[src/hw/rtl/shuffled_lehmer_random_defines.svh]
// ----------------------------------------------------------------------------
// shuffled_lehmer_random_defines.svh
// Assertion macros for the shuffled Lehmer random source.
// ----------------------------------------------------------------------------
`ifndef SHUFFLED_LEHMER_RANDOM_DEFINES_SVH
`define SHUFFLED_LEHMER_RANDOM_DEFINES_SVH

// same-cycle implication, disabled in reset
`define SLR_ASSERT_IMP(lbl, clk, rstn, ante, cons, msg) \
  lbl: assert property (@(posedge clk) disable iff (!(rstn)) (ante) |-> (cons)) \
    else $error(msg);

// next-cycle implication, disabled in reset
`define SLR_ASSERT_NXT(lbl, clk, rstn, ante, cons, msg) \
  lbl: assert property (@(posedge clk) disable iff (!(rstn)) (ante) |=> (cons)) \
    else $error(msg);

`endif

[src/hw/rtl/slr_pkg.sv]
`timescale 1ns / 1ps
// ----------------------------------------------------------------------------
// slr_pkg
// Constants and shared types of the shuffled Lehmer random source.
// ----------------------------------------------------------------------------
package slr_pkg;

  // Lehmer generator
  localparam int Mult    = 16807;
  localparam int Modulus = 2147483647;
  localparam int Clamp   = 2147483389;

  // shuffle table; slot select is a shift, so the depth is a power of two
  localparam int TableDepth = 32;
  localparam int AddrW      = $clog2(TableDepth);
  localparam int Ndiv       = 1 + (Modulus - 1) / TableDepth;
  localparam int NdivShift  = $clog2(Ndiv);

  // warm-up walk
  localparam int WarmSteps = TableDepth + 8;
  localparam int CntW      = $clog2(WarmSteps);

  localparam int ProdW = 47;  // 32-bit state times 15-bit multiplier

  typedef enum logic [2:0] {
    ST_IDLE,
    ST_WLOAD,
    ST_WMUL,
    ST_WFOLD,
    ST_ISSUE,
    ST_RUN
  } slr_state_e;

  typedef struct packed {
    logic warm_load;  // load warm-up start value, arm step counter
    logic mul;        // multiply state by Mult
    logic warm_fold;  // reduce product, fill table during warm-up
    logic issue;      // read slot of held value, multiply state
    logic finish;     // reduce product, swap table slot, load output
  } slr_cmd_t;

  typedef struct packed {
    logic warm_needed;
    logic cnt_zero;
    logic out_free;
  } slr_sts_t;

endpackage

[src/hw/rtl/shuffled_lehmer_random.sv]
`timescale 1ns / 1ps
// ----------------------------------------------------------------------------
// shuffled_lehmer_random
// Minimal-standard Lehmer generator with a 32-entry Bays-Durham shuffle.
// ----------------------------------------------------------------------------
// Each input beat with request set yields one output beat: a shuffled value
// in 1..2147483389 (tdata) and a flag (tuser) that marks a value clamped to
// that limit; value / 2147483647 is the unit fraction. Normally the accept
// cycle of a request reads the shuffle table slot picked by the held value
// and multiplies the state by 16807; the finishing step then folds the
// product mod 2^31-1, swaps the slot and loads the output register. The
// first request after reset or after a seed write runs the warm-up first:
// a load step, 40 generator steps (multiply, fold) that fill the table,
// then an issue step. The output register lets a new request be accepted
// while the previous beat is still waiting; the finishing cycle stalls until
// that beat is taken. The seed is written through cfg_we_i/cfg_wdata_i and
// restarts the generator (warm-up on the next request); the user must write
// it only while the block is idle, which the block itself does not enforce.
// The table has no reset: the warm-up writes every entry before any read.
// ----------------------------------------------------------------------------
`include "shuffled_lehmer_random_defines.svh"

module shuffled_lehmer_random
  import slr_pkg::*;
(
  input  logic        clk_i,
  input  logic        rst_ni,
  // seed register
  input  logic        cfg_we_i,
  input  logic [31:0] cfg_wdata_i,
  // request stream
  input  logic        s_axis_tvalid,
  output logic        s_axis_tready,
  input  logic [7:0]  s_axis_tdata,   // [0] request, [7:1] zero
  // result stream
  output logic        m_axis_tvalid,
  input  logic        m_axis_tready,
  output logic [31:0] m_axis_tdata,   // [30:0] sample, [31] zero
  output logic        m_axis_tuser    // [0] saturated
);

  slr_cmd_t    cmd;
  slr_sts_t    sts;
  logic [30:0] sample;

  slr_ctrl u_ctrl (
    .clk_i       (clk_i),
    .rst_ni      (rst_ni),
    .in_valid_i  (s_axis_tvalid),
    .in_request_i(s_axis_tdata[0]),
    .in_ready_o  (s_axis_tready),
    .sts_i       (sts),
    .cmd_o       (cmd)
  );

  slr_datapath u_dp (
    .clk_i          (clk_i),
    .rst_ni         (rst_ni),
    .cfg_we_i       (cfg_we_i),
    .cfg_wdata_i    (cfg_wdata_i),
    .cmd_i          (cmd),
    .sts_o          (sts),
    .out_valid_o    (m_axis_tvalid),
    .out_ready_i    (m_axis_tready),
    .out_sample_o   (sample),
    .out_saturated_o(m_axis_tuser)
  );

  assign m_axis_tdata = {1'b0, sample};

  // a result is never loaded over a beat that is still waiting
  `SLR_ASSERT_IMP(a_finish_free, clk_i, rst_ni, cmd.finish,
                  !m_axis_tvalid || m_axis_tready, "result overwrote a pending beat")
  // every finished request presents a beat next cycle
  `SLR_ASSERT_NXT(a_finish_valid, clk_i, rst_ni, cmd.finish,
                  m_axis_tvalid, "finished request produced no beat")
  // an accepted request keeps the block busy in the following cycle
  `SLR_ASSERT_NXT(a_busy_after_req, clk_i, rst_ni,
                  s_axis_tvalid && s_axis_tready && s_axis_tdata[0],
                  !s_axis_tready, "new request taken while one is in flight")

endmodule

[src/hw/rtl/slr_ram.sv]
`timescale 1ns / 1ps
// ----------------------------------------------------------------------------
// slr_ram
// Generic single-write, single-read RAM with registered read data.
// ----------------------------------------------------------------------------
module slr_ram #(
  parameter int Width = 31,
  parameter int Depth = 32
) (
  input  logic                     clk_i,
  input  logic                     we_i,
  input  logic [$clog2(Depth)-1:0] waddr_i,
  input  logic [Width-1:0]         wdata_i,
  input  logic                     re_i,
  input  logic [$clog2(Depth)-1:0] raddr_i,
  output logic [Width-1:0]         rdata_o
);

  logic [Width-1:0] mem_q [Depth];
  logic [Width-1:0] rdata_q;

  always_ff @(posedge clk_i) begin
    if (we_i) begin
      mem_q[waddr_i] <= wdata_i;
    end
    if (re_i) begin
      rdata_q <= mem_q[raddr_i];
    end
  end

  assign rdata_o = rdata_q;

endmodule

[src/hw/rtl/slr_datapath.sv]
`timescale 1ns / 1ps
// ----------------------------------------------------------------------------
// slr_datapath
// Generator state, multiplier and modular fold, shuffle table, output beat.
// ----------------------------------------------------------------------------
module slr_datapath
  import slr_pkg::*;
(
  input  logic        clk_i,
  input  logic        rst_ni,
  input  logic        cfg_we_i,
  input  logic [31:0] cfg_wdata_i,
  input  slr_cmd_t    cmd_i,
  output slr_sts_t    sts_o,
  output logic        out_valid_o,
  input  logic        out_ready_i,
  output logic [30:0] out_sample_o,
  output logic        out_saturated_o
);

  logic signed [32:0] state_q, state_d;
  logic [30:0]        held_q, held_d;
  logic [CntW-1:0]    cnt_q, cnt_d;
  logic               out_valid_q, out_valid_d;
  logic [ProdW-1:0]   prod_q;
  logic [AddrW-1:0]   slot_q;
  logic [30:0]        sample_q;
  logic               saturated_q;

  logic [31:0]        fold_sum;
  logic [30:0]        fold;
  logic signed [32:0] warm_start;
  logic [30:0]        slot_full;
  logic [AddrW-1:0]   slot;
  logic               ram_we;
  logic [AddrW-1:0]   ram_waddr;
  logic [30:0]        ram_rdata;
  logic               out_free;

  // x mod (2^31 - 1) = low 31 bits + high bits, one correction
  always_comb begin
    fold_sum = {1'b0, prod_q[30:0]} + 32'(prod_q[ProdW-1:31]);
    if (fold_sum >= 32'(Modulus)) begin
      fold_sum = fold_sum - 32'(Modulus);
    end
    fold = fold_sum[30:0];
  end

  // zero or positive state restarts at 1, negative takes its magnitude
  assign warm_start = state_q[32] ? -state_q : 33'sd1;

  always_comb begin
    slot_full = held_q >> NdivShift;
    if (slot_full > 31'(TableDepth - 1)) begin
      slot = AddrW'(TableDepth - 1);
    end else begin
      slot = slot_full[AddrW-1:0];
    end
  end

  assign out_free  = !out_valid_q || out_ready_i;
  assign ram_we    = (cmd_i.warm_fold && (cnt_q < CntW'(TableDepth))) || cmd_i.finish;
  assign ram_waddr = cmd_i.finish ? slot_q : cnt_q[AddrW-1:0];

  slr_ram #(
    .Width(31),
    .Depth(TableDepth)
  ) u_table (
    .clk_i  (clk_i),
    .we_i   (ram_we),
    .waddr_i(ram_waddr),
    .wdata_i(fold),
    .re_i   (cmd_i.issue),
    .raddr_i(slot),
    .rdata_o(ram_rdata)
  );

  always_comb begin
    state_d     = state_q;
    held_d      = held_q;
    cnt_d       = cnt_q;
    out_valid_d = out_valid_q && !out_ready_i;
    if (cfg_we_i) begin
      state_d = 33'(signed'(cfg_wdata_i));
      held_d  = '0;
    end else begin
      if (cmd_i.warm_load) begin
        state_d = warm_start;
        cnt_d   = CntW'(WarmSteps - 1);
      end
      if (cmd_i.warm_fold) begin
        state_d = 33'(fold);
        if (cnt_q == '0) begin
          held_d = fold;
        end else begin
          cnt_d = cnt_q - 1'b1;
        end
      end
      if (cmd_i.finish) begin
        state_d     = 33'(fold);
        held_d      = ram_rdata;
        out_valid_d = 1'b1;
      end
    end
  end

  always_ff @(posedge clk_i or negedge rst_ni) begin
    if (!rst_ni) begin
      state_q     <= -33'sd1;
      held_q      <= '0;
      cnt_q       <= '0;
      out_valid_q <= 1'b0;
    end else begin
      state_q     <= state_d;
      held_q      <= held_d;
      cnt_q       <= cnt_d;
      out_valid_q <= out_valid_d;
    end
  end

  always_ff @(posedge clk_i) begin
    if (cmd_i.mul || cmd_i.issue) begin
      prod_q <= ProdW'(state_q[31:0]) * ProdW'(Mult);
    end
    if (cmd_i.issue) begin
      slot_q <= slot;
    end
    if (cmd_i.finish) begin
      if (ram_rdata > 31'(Clamp)) begin
        sample_q    <= 31'(Clamp);
        saturated_q <= 1'b1;
      end else begin
        sample_q    <= ram_rdata;
        saturated_q <= 1'b0;
      end
    end
  end

  assign sts_o.warm_needed = state_q[32] || (state_q == '0) || (held_q == '0);
  assign sts_o.cnt_zero    = (cnt_q == '0);
  assign sts_o.out_free    = out_free;

  assign out_valid_o     = out_valid_q;
  assign out_sample_o    = sample_q;
  assign out_saturated_o = saturated_q;

endmodule

[src/hw/rtl/slr_ctrl.sv]
`timescale 1ns / 1ps
// ----------------------------------------------------------------------------
// slr_ctrl
// Sequencer for request handling and the warm-up walk.
// ----------------------------------------------------------------------------
module slr_ctrl
  import slr_pkg::*;
(
  input  logic     clk_i,
  input  logic     rst_ni,
  input  logic     in_valid_i,
  input  logic     in_request_i,
  output logic     in_ready_o,
  input  slr_sts_t sts_i,
  output slr_cmd_t cmd_o
);

  slr_state_e state_q, state_d;

  always_ff @(posedge clk_i or negedge rst_ni) begin
    if (!rst_ni) begin
      state_q <= ST_IDLE;
    end else begin
      state_q <= state_d;
    end
  end

  always_comb begin
    state_d    = state_q;
    cmd_o      = '0;
    in_ready_o = 1'b0;
    unique case (state_q)
      ST_IDLE: begin
        in_ready_o = 1'b1;
        // a beat with request clear is taken and dropped
        if (in_valid_i && in_request_i) begin
          if (sts_i.warm_needed) begin
            state_d = ST_WLOAD;
          end else begin
            cmd_o.issue = 1'b1;
            state_d     = ST_RUN;
          end
        end
      end
      ST_WLOAD: begin
        cmd_o.warm_load = 1'b1;
        state_d         = ST_WMUL;
      end
      ST_WMUL: begin
        cmd_o.mul = 1'b1;
        state_d   = ST_WFOLD;
      end
      ST_WFOLD: begin
        cmd_o.warm_fold = 1'b1;
        state_d         = sts_i.cnt_zero ? ST_ISSUE : ST_WMUL;
      end
      ST_ISSUE: begin
        cmd_o.issue = 1'b1;
        state_d     = ST_RUN;
      end
      ST_RUN: begin
        // hold product and read data until the output register frees up
        if (sts_i.out_free) begin
          cmd_o.finish = 1'b1;
          state_d      = ST_IDLE;
        end
      end
      default: begin
        state_d = ST_IDLE;
      end
    endcase
  end

endmodule
[config.mk]
export PLATFORM = sky130hd
export DESIGN_NAME = shuffled_lehmer_random
export DESIGN_NICKNAME = d
export VERILOG_FILES = /design/src/hw/rtl/slr_pkg.sv /design/src/hw/rtl/shuffled_lehmer_random.sv /design/src/hw/rtl/slr_ram.sv /design/src/hw/rtl/slr_datapath.sv /design/src/hw/rtl/slr_ctrl.sv
export VERILOG_INCLUDE_DIRS = /design/src /design/src/hw/rtl
export SDC_FILE = /design/constraint.sdc
export NUM_CORES = 2
export LEC_CHECK = 0
export BUFFER_PORTS_ARGS = -buffer_cell sky130_fd_sc_hd__buf_2
export CAP_MARGIN = 15
export CORE_UTILIZATION = 55
export CTS_BUF_LIST = sky130_fd_sc_hd__clkbuf_8
export DETAILED_ROUTE_END_ITERATION = 10
export PLACE_DENSITY = 0.8
export SLEW_MARGIN = 10
export SYNTH_ARGS = -nofsm -noshare
export SYNTH_HDL_FRONTEND = slang
export SYNTH_SLANG_ARGS = --single-unit
[constraint.sdc]
create_clock -name clk_i -period 8.9 [get_ports clk_i]
set_input_delay 1.335 -clock clk_i [delete_from_list [all_inputs] [get_ports clk_i]]
set_output_delay 1.335 -clock clk_i [all_outputs]
set_load 0.01 [all_outputs]
==> impl_metrics.csv <==
group,metric,value,unit
logic_synthesis,netlist.top_cell.by_area,"edfxtp_1",
sta,finalSetupViolCount,0,
logic_synthesis,synth_common_cells,"edfxtp_1 (1107), inv_1 (327), mux4_2 (310), ha_1 (241), fa_1 (139)",
drt,firstDrtPassIters,6,
sta,rsz0062_at_grt,"false",
logic_synthesis,synth_area_leaders,"edfxtp_1 (59%), mux4_2 (12%), ha_1 (5.4%), fa_1 (5.0%), inv_1 (2.2%)",
floorplanning,fp.dieH,321,µm
cts,cts.repair.resized,0,
layout,num-nets-final,3930,
cts,clk_latency,0.85,ns
sta,min_period_over_period,83.4,%
logic_synthesis,async_reset_ff_share,6.27,%
global_route,antenna_found_initial,10,
floorplanning,coreArea,100000,µm²
cts,htree_levels,4,
logic_synthesis,synth_cell_types,85,
logic_synthesis,yosysWarnings,0,
drt,wire_per_inst,29.0,µm
place,portBuffers,71,
drt,viasPerCell,6.38,
logic_synthesis,ys.flop_type,"edfxtp_1",
cts,ctsHoldBuffers,0,
sta,skew,0.0300,ns
layout,syn_to_final_growth,10.6,%
logic_synthesis,syn_nets,3750,
floorplanning,io_pins,80,
place,place_congestion,0.947,
cts,cts_tree,"yes",
run,drv_cap,0,
logic_synthesis,ys_ff_latch,1181,
drt,ant_nets,0,
logic_synthesis,ys_seq_area_share,62.8,%
drt,drc_errors,0,
worst_setup_path,end_kind,"flip-flop",
cts,clockBufferDepth,3,
global_route,grt_max_degree,59,
cts,clockRootBuffer,"clkbuf_8",
sta,slew_viol_final,0,
cts,cts_sinks,1181,
sta,tightest_slew,1.11,ns
global_route,grt_pass1_wl,212,mm
sta,max-slew-margin-rel,25.9,%
global_route,grt_overflow,0,
worst_setup_path,required,9.47,ns
logic_synthesis,synth_cells,3325,
worst_setup_path,arrival,7.99,ns
global_route,grt_use_total,28.8,%
worst_setup_path,startpoint_type,"flip-flop",
place,place_inst,4673,
layout,n_fill_cell,6994,
cts,clk_pin_slew,0.06,ns
place,dp_hpwl,91.2,mm
floorplanning,die_area,103000,µm²
logic_synthesis,post-synth-top-count-cell,"edfxtp_1",
drt,drt_wl_total,146,mm
logic_synthesis,synth_edf_count,1107,
sta,tns,0,ns
outcome,outcome,"finished clean",
worst_setup_path,crit_type,"reg2reg",
sta,layout_min_cycle_time,7.42,ns
layout,final_cells,5012,
logic_synthesis,yosysTopAreaCellShare,59.4,%
floorplanning,dieWidth,321,µm
logic_synthesis,synth_area,55900,µm²
cts,cts_buffers,179,
floorplanning,start_util,55.7,%
drt,initialDrtViolationCount,4085,
cts,post_cts_buffers,0,
floorplanning,std_cell_rows,116,
sta,fmax,0.135,GHz
worst_setup_path,path_max_fanout,7,
drt,vias,31967,
layout,drive_gt1_share,23.3,%
worst_hold_path,hold_class,"reg2reg",
global_route,grt_pass1_vias,32259,
logic_synthesis,avgSynthCellArea,16.8,µm²
sta,finalHoldViolCount,0,
-- flip-flops by register name, summed over array words and instances (netlist names) --
register              count
u_dp.u_table.mem_q      992
u_dp.prod_q              47
u_dp.state_q             33
u_dp.held_q              31
u_dp.out_sample_o        31
u_dp.u_table.rdata_o     31
u_dp.cnt_q                6
u_dp.slot_q               5
u_ctrl.state_q            3
u_dp.out_saturated_o      1
u_dp.out_valid_o          1
-- cells in the final DEF, fill, tap and decap left out, types with 13 or more instances in the layout --
cell | Yosys | routed
a22oi_1 | 22 | 22
nand2_1 | 81 | 81
nand3_1 | 42 | 42
clkinv_1 | 0 | 49
o22ai_1 | 14 | 14
o31ai_1 | 14 | 14
clkbuf_8 | 0 | 182
xnor2_1 | 71 | 67
edfxtp_1 | 1107 | 1107
nand2b_1 | 16 | 16
dfstp_2 | 33 | 33
nor3_1 | 33 | 31
and2_1 | 13 | 13
xor2_1 | 17 | 17
clkinv_2 | 0 | 26
and3_1 | 24 | 24
mux2_2 | 33 | 33
buf_2 | 1 | 70
ha_1 | 241 | 241
mux4_2 | 310 | 310
nand4_1 | 20 | 20
a21oi_1 | 107 | 107
nor4_1 | 16 | 16
inv_1 | 327 | 372
nor2_1 | 120 | 76
or2_2 | 13 | 13
a21o_1 | 41 | 41
o21ai_0 | 62 | 61
fa_1 | 139 | 139
dfrtp_1 | 41 | 36
buf_4 | 2 | 78
nor2_4 | 0 | 36
-- routing by layer --
| metal | wire length [µm] | track usage (%) | up-vias |
|---|---|---|---|
| li1 | - | - | 13242 |
| met1 | 54700 | 39.1 | 16182 |
| met2 | 69800 | 45.3 | 2146 |
| met3 | 14800 | 5.47 | 393 |
| met4 | 6230 | 13.4 | 4 |
| met5 | 25 | 0 | - |
-- path summary, 6_finish.rpt --
kind | from | end | slack, ns | cells past startpoint
min in group asynchronous | rst_ni | u_dp.state_q[9] | 0.65 | 1
max in group asynchronous | rst_ni | u_dp.held_q[29] | 7.31 | 2
min | u_dp.held_q[4] | u_dp.held_q[4] | 0.52 | 1
max | u_dp.state_q[23] | u_dp.prod_q[40] | 1.48 | 23
min reg2reg | u_dp.held_q[4] | u_dp.held_q[4] | 0.52 | 1
max reg2reg | u_dp.state_q[23] | u_dp.prod_q[40] | 1.48 | 23
-- critical path, stage by stage, from the launching register on --
cell and delay, ns:
dfstp_2 0.67, inv_1 0.19, fa_1 0.56, inv_1 0.04, ha_1 0.27, inv_1 0.05, fa_1 0.50, inv_1 0.05
fa_1 0.48, fa_1 0.56, inv_1 0.06, fa_1 0.53, inv_1 0.04, ha_1 0.36, a21o_1 0.21, a21oi_1 0.15
nor2_1 0.07, or4_1 0.47, nor4b_1 0.58, nor4_1 0.23, a31oi_1 0.44, o21ai_0 0.30, a31oi_1 0.26, xnor2_1 0.11
-- through the flow --
stage                     hold slack, ns  util, %  setup slack, ns  instance area, µm²
after floorplan                    0.450        -             2.28               55900
after global placement             0.480     58.1             1.68               58300
after detailed placement           0.494     58.1             1.64               58300
after CTS                          0.514     61.4             1.54               61700
after global routing               0.543     61.6             1.08               61900
final                              0.525     61.6             1.48               61900
-- area by class of cell --
type / instances / area (µm²) / area share, %
antenna: 6 / 15.0 / 0.0243
multi-input combinational: 1661 / 19300 / 31.2
clock inverter: 143 / 900 / 1.45
tap: 1357 / 1700 / 2.74
sequential: 1181 / 35200 / 56.8
timing repair buffer: 155 / 1040 / 1.68
clock buffer: 182 / 2500 / 4.05
inverter: 327 / 1230 / 1.98
-- cell families after synthesis --
group | after synthesis | synth area share [%]
flip-flops | 1181 | 62.8
buffers and inverters | 483 | 3.28
AND/OR/NAND/NOR | 427 | 3.84
AO/OA/AOI/OAI | 419 | 5.10
adder cells (fa/ha/maj) | 380 | 10.4
multiplexers | 346 | 13.2
XOR/XNOR | 88 | 1.38
other | 1 | 0.00671
Power is left out: the tool's default activity adds up to more than one toggle a clock period on the data nets, which glitch-free logic cannot reach.
